**src/sv/top_k_nearest_select_assert.svh**
```systemverilog
// Assertion macros for the top-k select RTL
`ifndef TOP_K_NEAREST_SELECT_ASSERT_SVH
`define TOP_K_NEAREST_SELECT_ASSERT_SVH

// implication checked every cycle outside reset
`define TKNS_ASSERT_IMP(lbl, pre, post) \
  lbl: assert property (@(posedge clk_i) disable iff (!rst_ni) (pre) |-> (post)) \
    else $error("top_k_nearest_select assertion failed");

// next-cycle implication
`define TKNS_ASSERT_NXT(lbl, pre, post) \
  lbl: assert property (@(posedge clk_i) disable iff (!rst_ni) (pre) |=> (post)) \
    else $error("top_k_nearest_select assertion failed");

`endif

```
**src/sv/tkns_pkg.sv**
```systemverilog
// Types, codes and ordering function for the top-k select block
package tkns_pkg;

  localparam int unsigned DistW = 32;
  localparam int unsigned LabelW = 32;
  localparam int unsigned KW = 6;
  localparam logic [KW-1:0] KReset = 6'd10;

  typedef enum logic {
    OP_OFFER = 1'b0,
    OP_DRAIN = 1'b1
  } op_e;

  typedef struct packed {
    logic signed [DistW-1:0] dval;
    logic [LabelW-1:0] lab;
  } entry_t;

  // true if a orders above b: distance first, larger label breaks ties
  function automatic logic ranks_above(entry_t a, entry_t b);
    logic r;
    if (a.dval != b.dval) begin
      r = ($signed(a.dval) > $signed(b.dval));
    end else begin
      r = (a.lab > b.lab);
    end
    return r;
  endfunction

endpackage

```
**src/sv/tkns_mem.sv**
```systemverilog
// Entry memory: one write port, one read port with registered data
module tkns_mem #(
  parameter int unsigned Depth = 32,
  parameter int unsigned AW = 5
) (
  input  logic              clk_i,
  input  logic              we_i,
  input  logic [AW-1:0]     waddr_i,
  input  tkns_pkg::entry_t  wdata_i,
  input  logic [AW-1:0]     raddr_i,
  output tkns_pkg::entry_t  rdata_o
);

  tkns_pkg::entry_t mem_q [Depth];
  tkns_pkg::entry_t rdata_q;

  always_ff @(posedge clk_i) begin
    if (we_i) begin
      mem_q[waddr_i] <= wdata_i;
    end
    rdata_q <= mem_q[raddr_i];
  end

  assign rdata_o = rdata_q;

endmodule

```
**src/sv/top_k_nearest_select.sv**
```systemverilog
// Top level of the top-k nearest candidate selector
//
// Input channel (in_valid_i / in_stall_o) takes requests: operation 0
// offers a candidate (found, distance, label), operation 1 drains.
// Output channel (out_valid_o / out_stall_i) carries drain results,
// largest entry first, last_o on the final one. An empty drain gives
// one result with valid_res_o low and last_o high.
// Held entries live in a one-port-read synchronous memory; each found
// offer or drain scans the held entries one per cycle (duplicate label,
// current max). A miss (found low) is taken without a scan. One request
// is worked at a time; in_stall_o is high while a request is in progress.
// A result waits in the output register while out_stall_i is high.
// Reset empties the store (count to zero) and sets k_count to 10;
// memory contents need no clearing.
// k_count is written through the APB port at address 0.
`include "top_k_nearest_select_assert.svh"

module top_k_nearest_select #(
  parameter int unsigned MAX_K = 32
) (
  input  logic                           clk_i,
  input  logic                           rst_ni,
  input  logic                           psel,
  input  logic                           penable,
  input  logic                           pwrite,
  input  logic [2:0]                     paddr,
  input  logic [31:0]                    pwdata,
  output logic [31:0]                    prdata,
  output logic                           pready,
  input  logic                           in_valid_i,
  output logic                           in_stall_o,
  input  logic                           operation_i,
  input  logic                           found_i,
  input  logic signed [tkns_pkg::DistW-1:0]  distance_i,
  input  logic [tkns_pkg::LabelW-1:0]    label_i,
  output logic                           out_valid_o,
  input  logic                           out_stall_i,
  output logic                           valid_res_o,
  output logic signed [tkns_pkg::DistW-1:0]  out_distance_o,
  output logic [tkns_pkg::LabelW-1:0]    out_label_o,
  output logic                           last_o
);

  localparam int unsigned HW = $clog2(MAX_K + 1);
  localparam int unsigned AW = (MAX_K > 1) ? $clog2(MAX_K) : 1;
  localparam int unsigned CW = (HW > tkns_pkg::KW) ? HW + 1 : tkns_pkg::KW + 1;

  typedef enum logic [1:0] {
    ST_IDLE,
    ST_SCAN,
    ST_DECIDE,
    ST_EMIT
  } state_e;

  state_e state_q;
  logic [tkns_pkg::KW-1:0] k_q;
  logic [HW-1:0] held_q;
  logic [HW-1:0] idx_q;
  logic [HW-1:0] pidx_q;
  logic pv_q;
  logic op_q;
  tkns_pkg::entry_t req_q, best_q, top_q;
  logic [AW-1:0] best_idx_q;
  logic dup_q;
  logic out_valid_q, valid_res_q, last_q;
  tkns_pkg::entry_t out_q;

  tkns_pkg::entry_t rdata;
  logic we;
  logic [AW-1:0] waddr;
  tkns_pkg::entry_t wdata;

  logic [CW-1:0] k_ext, keff;
  logic cfg_wr;

  // APB
  assign pready = 1'b1;
  assign cfg_wr = psel && penable && pwrite && (paddr == 3'd0);
  assign prdata = (paddr == 3'd0) ? {{(32 - tkns_pkg::KW){1'b0}}, k_q} : 32'd0;

  always_ff @(posedge clk_i or negedge rst_ni) begin
    if (!rst_ni) begin
      k_q <= tkns_pkg::KReset;
    end else if (cfg_wr) begin
      k_q <= pwdata[tkns_pkg::KW-1:0];
    end
  end

  assign k_ext = CW'(k_q);
  always_comb begin
    keff = k_ext;
    if (k_ext == '0) begin
      keff = CW'(1);
    end else if (k_ext > CW'(MAX_K)) begin
      keff = CW'(MAX_K);
    end
  end

  // memory write, only in decide
  always_comb begin
    we = 1'b0;
    waddr = best_idx_q;
    wdata = req_q;
    if (state_q == ST_DECIDE) begin
      if (op_q == tkns_pkg::OP_OFFER) begin
        if (!dup_q) begin
          if (CW'(held_q) < keff) begin
            we = 1'b1;
            waddr = held_q[AW-1:0];
          end else if (held_q != '0 && $signed(req_q.dval) < $signed(best_q.dval)) begin
            we = 1'b1;
          end
        end
      end else if (held_q != '0) begin
        we = 1'b1;
        wdata = top_q;
      end
    end
  end

  tkns_mem #(
    .Depth(MAX_K),
    .AW   (AW)
  ) u_mem (
    .clk_i  (clk_i),
    .we_i   (we),
    .waddr_i(waddr),
    .wdata_i(wdata),
    .raddr_i(idx_q[AW-1:0]),
    .rdata_o(rdata)
  );

  logic in_acc, out_acc;
  assign in_acc = in_valid_i && (state_q == ST_IDLE);
  assign out_acc = out_valid_q && !out_stall_i;

  always_ff @(posedge clk_i or negedge rst_ni) begin
    if (!rst_ni) begin
      state_q     <= ST_IDLE;
      held_q      <= '0;
      idx_q       <= '0;
      pidx_q      <= '0;
      pv_q        <= 1'b0;
      op_q        <= tkns_pkg::OP_OFFER;
      dup_q       <= 1'b0;
      best_idx_q  <= '0;
      out_valid_q <= 1'b0;
      valid_res_q <= 1'b0;
      last_q      <= 1'b0;
      req_q       <= '0;
      best_q      <= '0;
      top_q       <= '0;
      out_q       <= '0;
    end else begin
      case (state_q)
        ST_IDLE: begin
          if (in_acc) begin
            op_q      <= operation_i;
            req_q.dval <= distance_i;
            req_q.lab <= label_i;
            dup_q     <= 1'b0;
            idx_q     <= '0;
            pv_q      <= 1'b0;
            if (operation_i == tkns_pkg::OP_DRAIN || found_i) begin
              state_q <= (held_q == '0) ? ST_DECIDE : ST_SCAN;
            end
          end
        end
        ST_SCAN: begin
          pv_q <= (idx_q < held_q);
          if (idx_q < held_q) begin
            idx_q  <= idx_q + HW'(1);
            pidx_q <= idx_q;
          end
          if (pv_q) begin
            if (pidx_q == '0 || tkns_pkg::ranks_above(rdata, best_q)) begin
              best_q     <= rdata;
              best_idx_q <= pidx_q[AW-1:0];
            end
            if (rdata.lab == req_q.lab) begin
              dup_q <= 1'b1;
            end
            if (pidx_q == held_q - HW'(1)) begin
              top_q   <= rdata;
              state_q <= ST_DECIDE;
            end
          end
        end
        ST_DECIDE: begin
          if (op_q == tkns_pkg::OP_OFFER) begin
            if (!dup_q && CW'(held_q) < keff) begin
              held_q <= held_q + HW'(1);
            end
            state_q <= ST_IDLE;
          end else begin
            out_valid_q <= 1'b1;
            if (held_q == '0) begin
              valid_res_q <= 1'b0;
              out_q       <= '0;
              last_q      <= 1'b1;
            end else begin
              valid_res_q <= 1'b1;
              out_q       <= best_q;
              last_q      <= (held_q == HW'(1));
              held_q      <= held_q - HW'(1);
            end
            state_q <= ST_EMIT;
          end
        end
        ST_EMIT: begin
          if (out_acc) begin
            out_valid_q <= 1'b0;
            idx_q       <= '0;
            pv_q        <= 1'b0;
            state_q     <= (held_q == '0) ? ST_IDLE : ST_SCAN;
          end
        end
        default: begin
          state_q <= ST_IDLE;
        end
      endcase
    end
  end

  assign in_stall_o     = (state_q != ST_IDLE);
  assign out_valid_o    = out_valid_q;
  assign valid_res_o    = valid_res_q;
  assign out_distance_o = out_q.dval;
  assign out_label_o    = out_q.lab;
  assign last_o         = last_q;

  `TKNS_ASSERT_IMP(a_held_bound, 1'b1, held_q <= HW'(MAX_K))
  `TKNS_ASSERT_IMP(a_out_only_emit, out_valid_q, state_q == ST_EMIT)
  `TKNS_ASSERT_IMP(a_last_empties, out_valid_q && last_q, held_q == '0)
  `TKNS_ASSERT_NXT(a_drain_ends, out_acc && last_q, state_q == ST_IDLE)

endmodule
```
**config.mk**
```make
export PLATFORM = sky130hd
export DESIGN_NAME = top_k_nearest_select
export DESIGN_NICKNAME = d
export VERILOG_FILES = /design/src/sv/tkns_pkg.sv /design/src/sv/tkns_mem.sv /design/src/sv/top_k_nearest_select.sv
export VERILOG_INCLUDE_DIRS = /design/src /design/src/sv
export SDC_FILE = /design/constraint.sdc
export NUM_CORES = 2
export LEC_CHECK = 0
export BUFFER_PORTS_ARGS = -buffer_cell sky130_fd_sc_hd__buf_2
export CAP_MARGIN = 0
export CELL_PAD_IN_SITES_DETAIL_PLACEMENT = 1
export CELL_PAD_IN_SITES_GLOBAL_PLACEMENT = 1
export CORE_ASPECT_RATIO = 1.4
export CORE_MARGIN = 1.5
export CORE_UTILIZATION = 55
export DETAILED_ROUTE_END_ITERATION = 12
export PLACE_DENSITY = 0.84
export REMOVE_ABC_BUFFERS = 1
export SYNTH_ARGS = -nofsm -noshare
export SYNTH_HDL_FRONTEND = slang
export SYNTH_HIERARCHICAL = 1
export SYNTH_SLANG_ARGS = --single-unit
export TNS_END_PERCENT = 5
```
**constraint.sdc**
```tcl
create_clock -name clk_i -period 7.85 [get_ports clk_i]
set_input_delay 0.785 -clock clk_i [delete_from_list [all_inputs] [get_ports clk_i]]
set_output_delay 0.785 -clock clk_i [all_outputs]
set_load 0.03 [all_outputs]
```
==> impl_metrics.json <==
{
  "status": "complete, no violations",
  "syn-cell-area_um2": 95560,
  "die_area_um2": 176300,
  "syn_avg_cell_area_um2": 20.52,
  "end_kind": "flop",
  "yosys_warnings": 6,
  "vias": 52390,
  "groute.usage.overall_pct": 34.12,
  "core_um2": 172300,
  "min_path_cells": 3,
  "numCtsBuffers": 211,
  "die_x_um": 355.3,
  "path_cells": "inv_1 -> ha_1 -> a21o_1 -> nand3_1 -> a211oi_1 -> a211oi_1 -> o21ai_0 -> mux2_2 -> o41ai_1 -> nand3_1 -> nor2_4 -> buf_4",
  "yosysMostFrequentCell": "edfxtp_1",
  "first_iter_violations": 7746,
  "cp_data_arrival_time_ps": 6950,
  "max_slew_margin_pct": 9.430,
  "ys_seq_area_share_pct": 73.37,
  "fmax_mhz": 156.2,
  "syn_to_final_growth_pct": 11.75,
  "synth_common_cells": "edfxtp_1 (2048), mux4_2 (602), dfrtp_1 (291), mux2_2 (284), nand2_1 (240)",
  "synth_flop_cell": "edfxtp_1",
  "power.net_switching_mw": 14.21,
  "finClkSkew_ps": 34.54,
  "clkSlewWorstSetupHoldPaths_ps": 70,
  "cp-endpoint": "u_mem/mem_q[31][1]",
  "netlist_instances": 4656,
  "overflow": 0,
  "fin_nets": 5115,
  "yosys.area.top_type_share_pct": 64.35,
  "critPathKind": "reg -> reg",
  "fin_total_pwr_mw": 41.62,
  "ant_nets": 0,
  "post_drt_via_cell_ratio": 7.122,
  "swShare_pct": 34.14,
  "synth.top_cells.by_area": "edfxtp_1 (64%), mux4_2 (14%), dfrtp_1 (7.6%), mux2_2 (3.3%), ha_1 (1.5%)",
  "layout_setup_ws_ps": 1447,
  "crit_required_ps": 8400,
  "antenna_found_initial": 15,
  "slowest_delay_ps": 1070,
  "post_cts_resize_count": 0,
  "grt_pass1_vias": 55010,
  "yosysUniqueCellTypes": 67,
  "pre_cts_ws_ps": 1415,
  "grt_max_degree": 135,
  "ir_drop_uv": 311.9,
  "yosysTopAreaCell": "edfxtp_1",
  "fp.dieH_um": 496.2,
  "crit_buf_inv": 2,
  "synth_edf_count": 2048,
  "worst_r2r_startpoint": "best_q[37]",
  "setup-violations-final": 0,
  "dp_hpwl_um": 160200,
  "fin_util_pct": 61.98,
  "period_share_pct": 81.56,
  "ff2ff_setup_slack_ps": 1450,
  "drive_gt1_share_pct": 30.82,
  "combinationalPowerShare_pct": 28.9,
  "async_flop_share_pct": 12.18,
  "cts_num_sinks": 2405,
  "slowest_stage": "o41ai_1",
  "hold_class": "in -> reg",
  "r2r-end": "u_mem/mem_q[31][1]",
  "start_util_pct": 55.47,
  "critPathTopFamily": "simple AND/OR/NAND/NOR gates",
  "cts_max_path_buffers": 3,
  "p_per_area_nw_per_um2": 389.7,
  "port_buffers": 155,
  "path_depth": 12,
  "postCtsSetupRepairBufs": 0,
  "row_count": 180,
  "postCtsHoldBufs": 1,
  "grt_pass1_wl_um": 418300,
  "firstDrtPassIters": 6,
  "routed_wl_um": 296400,
  "gp_congestion": 0.8544,
  "tightest_slew_ps": 1348,
  "period_minus_slack_ps": 6403,
  "avgRoutedWirePerCell_um": 40.30,
  "p_seq_share_pct": 44.8,
  "p_int_mw": 27.41,
  "fin_setup_tns_ps": 0,
  "drv_slew": 0,
  "htree_levels": 4,
  "worstPathMaxFanout": 18,
  "r2r_cells": 12,
  "maxCapViolCount": 0,
  "cts_tree": "yes",
  "pwr-share-clk_pct": 26.3,
  "drc_errors": 0,
  "finalHoldViolCount": 0,
  "ioPinCount": 209,
  "cp-start-kind": "flop",
  "rsz0062_at_grt": "false",
  "clockRootBuffer": "clkbuf_16",
  "clk_latency_ps": 880,
  "nFillCells": 14170,
  "crit_path_start": "best_q[37]",
  "ys_seq_elements": 2405,
  "cellLeakagePower_nw": 35.17
}
## cells by family (layout without fill, tap and decap cells)
group / Yosys count / in the layout / share of synthesized area (%)
fa+ha+maj: 113 / 113 / 1.479
simple gates: 414 / 414 / 1.972
other cells: 2 / 30 / 0.007859
buf+inv: 367 / 764 / 1.792
xor+xnor: 47 / 47 / 0.4386
compound gates: 380 / 380 / 2.964
flops: 2405 / 2405 / 73.37
mux: 928 / 928 / 17.98
## tightest hold or removal path, stage by stage
cell,delay (ps)
buf_2,80
nand2_1,40
o21ai_0,60
## state kept, by name, indices dropped and copies added (netlist names)
name,count
last_o,1
valid_res_o,1
top_q,64
state_q,2
held_q,6
dup_q,1
req_q,64
best_q,64
idx_q,6
u_mem/mem_q,2048
pv_q,1
pidx_q,6
out_distance_o,32
out_valid_o,1
op_q,1
best_idx_q,5
u_mem/rdata_o,64
k_q,6
out_label_o,32
## metal layers
layer	global-route usage, %	part of all wire [%]
met1	42.74	33
met2	55.23	49
met5	0	0.035
met3	8.470	12
met4	18.44	6.4
## area by class of cell
class / count / area [µm²] / share of cell area (%)
Inverter: 83 / 311.5 / 0.2917
Sequential cell: 2405 / 70130 / 65.67
Clock inverter: 123 / 1454 / 1.361
Clock buffer: 274 / 5702 / 5.339
Antenna cell: 3 / 7.507 / 0.007030
Multi-Input combinational cell: 1909 / 24160 / 22.62
Tap cell: 2275 / 2846 / 2.665
Timing Repair Buffer: 284 / 2182 / 2.043
## power by group through the flow
stage | sequential, mW | clock [mW] | combinational, mW
after floorplan | 18.8 | 0 | 7.11
after global placement | 18.6 | 0 | 10.7
after detailed placement | 18.8 | 0 | 11.4
after CTS | 18.6 | 11.0 | 11.7
after global routing | 18.7 | 11.4 | 12.5
final | 18.6 | 11.0 | 12.0
## cells in the final DEF (no fill, tap or decap), drive strengths merged, types with 25 or more instances in the layout
cell type and count:
o31ai 63, mux2 286, ha 113, edfxtp 2048, nor2 56, bufinv 28, o21ai 40, clkbuf 274
clkinv 63, nand4 25, dfxtp 64, xor2 27, mux4 602, nand2 240, o211ai 76, a21oi 41
buf 283, dfrtp 291, inv 95, o2111ai 69, mux2i 40, conb 27
## per-stage QoR
step / hold slack [ps] / area [µm²] / cells
6_report: 128.3 / 106800 / 7356
5_1_grt: 128.9 / 106800 / 7356
4_1_cts: 83.10 / 106800 / 7352
3_5_place_dp: 464.9 / 99610 / 6954
3_3_place_gp: 457.5 / 99610 / 6954
2_1_floorplan: 444.4 / 94260 / 4397
## worst min-delay path by stage
stage | to | slack, ps | from
finish | k_q[5] | 130 | pwdata[5]
global route | req_q[17] | 130 | label_i[17]
CTS | req_q[18] | 80 | label_i[18]
detailed placement | out_label_o[14] | 460 | out_label_o[14]
global placement | out_distance_o[16] | 460 | out_distance_o[16]
floorplan | top_q[0] | 440 | top_q[0]
Power figures use the tool's default switching activity.
